## src/rtl/swst_mul.sv

```systemverilog
// Two-stage fixed-point multiplier with floor shift and saturation.
// Depends on nothing.
`default_nettype none
module swst_mul #(
    parameter int SAT_W     = 32,
    parameter int FRAC_BITS = 16
) (
    input  logic               clk,
    input  logic               en,
    input  logic signed [31:0] a,
    input  logic signed [31:0] b,
    input  logic               flag_in,
    output logic signed [31:0] y,
    output logic               flag_out
);
    localparam logic signed [63:0] SAT_HI = (64'sd1 <<< (SAT_W - 1)) - 64'sd1;
    localparam logic signed [63:0] SAT_LO = -SAT_HI - 64'sd1;

    logic signed [63:0] prod_reg, prod_next;
    logic               flag_reg;
    logic signed [63:0] shifted;
    logic signed [31:0] y_reg, y_next;
    logic               flag_out_reg, flag_out_next;

    assign prod_next = 64'(a) * 64'(b);

    always_comb
    begin
        shifted       = prod_reg >>> FRAC_BITS;
        flag_out_next = flag_reg;
        if (shifted > SAT_HI)
        begin
            y_next        = SAT_HI[31:0];
            flag_out_next = 1'b1;
        end
        else if (shifted < SAT_LO)
        begin
            y_next        = SAT_LO[31:0];
            flag_out_next = 1'b1;
        end
        else
        begin
            y_next = shifted[31:0];
        end
    end

    always_ff @(posedge clk)
    begin
        if (en)
        begin
            prod_reg     <= prod_next;
            flag_reg     <= flag_in;
            y_reg        <= y_next;
            flag_out_reg <= flag_out_next;
        end
    end

    assign y        = y_reg;
    assign flag_out = flag_out_reg;
endmodule
`default_nettype wire

```

## config.mk

```make
export PLATFORM = sky130hd
export DESIGN_NAME = swst_mul
export DESIGN_NICKNAME = d
export VERILOG_FILES = /design/src/rtl/swst_mul.sv
export SDC_FILE = /design/constraint.sdc
export NUM_CORES = 2
export LEC_CHECK = 0
export ABC_AREA = 1
export BUFFER_PORTS_ARGS = -buffer_cell sky130_fd_sc_hd__buf_2
export CORE_MARGIN = 2
export CORE_UTILIZATION = 50
export DETAILED_ROUTE_END_ITERATION = 16
export GPL_TIMING_DRIVEN = 1
export PLACE_DENSITY = 0.63
export SLEW_MARGIN = 20
export SYNTH_ARGS = -nofsm -noshare
export SYNTH_HDL_FRONTEND = slang
export SYNTH_SLANG_ARGS = --single-unit
```

## constraint.sdc

```tcl
create_clock -name clk -period 17.45 [get_ports clk]
set_clock_uncertainty 0.1 [all_clocks]
set_input_delay 3.49 -clock clk [delete_from_list [all_inputs] [get_ports clk]]
set_output_delay 3.49 -clock clk [all_outputs]
set_load 0.1 [all_outputs]
```

---- Yosys cells after proc, flatten, opt, wreduce, memory -nomap -nowiden ----
Cells that the tools add are included.
word-level totals
  register bits after elaboration ......... 98
cells by class
  multiply operators ...................... 1
  $lt $le $gt $ge ......................... 2
  mux-type cells .......................... 1
  reductions and logical operators ........ 1
operators by type and width
  operator                                                                            count
  32-bit by 32-bit multiplier with 64-bit output                                      1
  48-bit by 32-bit greater-than comparator with 1-bit output (second input constant)  1
  48-bit by 32-bit less-than comparator with 1-bit output (second input constant)     1
  32-bit two-way mux                                                                  1
  2-bit OR reduction                                                                  1

---- Depth between registers and ports, before layout ----
  word-level depth ........................ 2
  mapped depth ............................ 30
  mapped depth without buffers ............ 29

---- Worst setup path after synthesis ----
OpenSTA, ideal clock, no wires.
  path type ............................... input to register
  start point ............................. input a[31]
  end point ............................... register prod_reg[62] (data pin)
  arrival time ............................ 10085 ps
  data required time ...................... 17098 ps
  setup slack ............................. 7013 ps
  stages on the path ...................... 27
  path buffers ............................ 1
  path through ............................ clkbuf_1 nand2_1 inv_1 fa_1 inv_1 fa_1 inv_1 fa_1 fa_1 inv_1 fa_1 inv_1 fa_1 inv_1 fa_1 fa_1 inv_1 ha_1 nand2_1 nor2_1 inv_2 nor2_1 inv_1 nor4_1 nand2_1 nand3_1 nand2_1
on the way
  cells in the longest elaborated chain, start to end .. 1
ends and longest elaborated chain
  item                                            line  RTL
  from (decl)                                     10    input logic signed [31:0] a,
  32-bit by 32-bit multiplier with 64-bit output  25    assign prod_next = 64'(a) * 64'(b);
  named net prod_next[62]                         19    logic signed [63:0] prod_reg, prod_next;
  to (signal assigned)                            51    prod_reg <= prod_next;
  to (decl)                                       19
The timed path passes the listed nets, and every way through them passes these cells.
A chain may end at the register's enable or synchronous reset.

---- Worst setup path in the final report ----
  start point ............................. input a[31]
  end point ............................... register prod_reg[60] (data pin)
The elaborated chain is that of the path after synthesis.

==> out/metrics.yaml <==
run_status:
  status: "finished clean"
place:
  gp_congestion: 0.9454
  portBuffers: 99
  placedCellCount: 5991
  hpwlAfterDp_um: 90770
route:
  vias: 30258
  wl_um: 109400
  vias_per_cell: 5.035
  drtIter0Drc: 1910
  first_pass_iters: 6
  drc: 0
  drtAntennaViolNets: 0
  avgRoutedWirePerCell_um: 18.20
die:
  num_rows: 104
  dieArea_sq_um: 83860
  start_util_pct: 50.55
  io_pins: 100
  core_sq_um: 80680
  die_h_um: 289.6
  die_x_um: 289.6
job:
  drv_cap: 0
cts:
  cts_tree: "yes"
  cts_buffers: 9
  cts.htree.levels: 3
  ctsHoldBuffers: 0
  cts_resized: 0
  clk_latency_ns: 0.35
  cts_buffer_depth: 2
  post_cts_buffers: 0
  cts.sinks: 82
  clk_pin_slew_ns: 0.07
  root_buffer: "clkbuf_16"
final_layout:
  fin_cells: 6010
  largest_reg_flops: 48
  drive_gt1_share_pct: 3.497
  nets: 6270
  area_growth_pct: 3.712
critical_path:
  rr_endpoint: "y[0]"
  cp_data_arrival_time_ns: 11.27
  crit_type: "in2reg"
  cp.required_ns: 17.45
  ff2ff_path_depth: 6
  cp-end-kind: "flip-flop"
  worstPathMaxFanout: 32
  timing.rr.start: "prod_reg[51]"
  crit_path_start: "a[31]"
  start_kind: "input pin"
  r2r_setup_slack_ns: 15.43
  crit_end: "prod_reg[60]"
logic_synthesis:
  avgSynthCellArea_sq_um: 8.132
  synthMuxAreaShare_pct: 0
  synth_top_family_by_area: "adder cells"
  ys_async_sr_fraction_pct: 0
  synth_most_common_cell: "inv_1"
  synthAdderAreaFrac_pct: 58.59
  synth_seq_cells: 82
  synth_cell_types: 32
  synthesis.area_sq_um: 40780
  yosys.area_share.simple_pct: 15.67
  postSynth.topFlopCell: "edfxtp_1"
  synth_xor_area_share_pct: 0.5799
  yosysSeqAreaShare_pct: 6.038
  synth_edf_count: 82
  synthTopCellsByCount: "inv_1 (1606), nand2_1 (1367), fa_1 (1081)"
  synth_top_area_cell: "fa_1"
  synth_compound_area_share_pct: 2.341
  mappedNetlistNets: 6343
  synthCells: 5015
  ys_warn_count: 0
  synthTopCellsByArea: "fa_1 (53%), inv_1 (15%), nand2_1 (13%), edfxtp_1 (6.0%), ha_1 (5.5%)"
  synth_top_area_share_pct: 53.07
sta:
  setup_viol: 0
  max_freq_mhz: 88.68
  drv_slew: 0
  rsz0062_at_grt: "no"
  fin_crit_ns: 11.28
  finalHoldViolCount: 0
  timing.slew.headroom_pct: 26.01
  finalCritPeriodShare_pct: 64.62
  worst_pin_slew_ns: 1.110
  setup-tns-final_ns: 0
global_route:
  gr-total-overflow: 0
  grt_pass1_wl_um: 182600
  grt_antenna_before_repair: 3
  grt_pass1_vias: 33826
  grt_usage_pct: 28.04
  grt_max_degree: 83
hold_path:
  hold_class: "reg2reg"
-- per-layer routing --
layer  vias to the layer above  GRT usage, %  share of wire, %
met2                       973         49.90                50
met3                       194         2.520               5.4
met4                         2         7.577               3.1
met5                         -             0             0.012
met1                     15392         36.86                41
li1                      13697             -                 -
-- critical path: stages --
cell and delay, ns:
buf_2 0.53, nand2_1 0.19, inv_1 0.16, fa_1 0.46, fa_1 0.50, fa_1 0.75
fa_1 1.01, inv_1 0.40, fa_1 0.60, inv_1 0.06, fa_1 0.53, inv_1 0.05
fa_1 0.47, inv_1 0.05, fa_1 0.40, ha_1 0.39, a21oi_1 0.23, o21ai_0 0.15
a21boi_0 0.28, o21ai_0 0.17, a21oi_1 0.20, nand2_1 0.07, nand2_1 0.06, nand2_1 0.05
-- worst min path at each step --
| stage | startpoint | end | depth (start not counted) |
|---|---|---|---|
| after floorplan | flag_reg | flag_out | 2 |
| after global placement | flag_reg | flag_out | 2 |
| after detailed placement | flag_reg | flag_out | 2 |
| after CTS | prod_reg[30] | y[14] | 2 |
| after global routing | flag_reg | flag_out | 2 |
| final | prod_reg[30] | y[14] | 2 |
-- stage by stage --
| step | setup slack, ns | hold slack, ns | utilization, % | cell area (sq um) |
|---|---|---|---|---|
| 6_report | 6.173 | 0.4166 | 52.42 | 42290 |
| 3_5_place_dp | 5.741 | 0.4073 | 52.03 | 41980 |
| 2_1_floorplan | 7.013 | 0.3880 | - | 40780 |
| 5_1_grt | 5.599 | 0.4345 | 52.42 | 42290 |
| 3_3_place_gp | 5.816 | 0.4094 | 52.03 | 41980 |
| 4_1_cts | 6.100 | 0.4188 | 52.41 | 42290 |
-- cell families after synthesis --
group | count (synthesis)
compound gates | 183
xor+xnor | 27
fa+ha+maj | 1261
buf+inv | 1822
flops | 82
simple gates | 1640
-- layout by cell type, fill, tap and decap left out, drive strengths merged, types with 21 or more instances in the layout --
| master | instances |
|---|---|
| buf | 115 |
| fa | 1081 |
| edfxtp | 82 |
| nor2 | 163 |
| nand2 | 1372 |
| ha | 180 |
| nand3 | 62 |
| a21oi | 100 |
| xor2 | 21 |
| inv | 1626 |
| o21ai | 67 |
-- layout make-up --
type / instances / area (sq um)
Fill cell: 7741 / 38380
Clock buffer: 9 / 225.2
Sequential cell: 82 / 2462
Clock inverter: 7 / 83.83
Inverter: 1623 / 6092
Timing Repair Buffer: 115 / 618.1
Multi-Input combinational cell: 3111 / 31480
Antenna cell: 3 / 7.507
Tap cell: 1060 / 1326
Power is not shown: default switching activity piles up to over one toggle a cycle in this logic, so the estimate is an artifact.
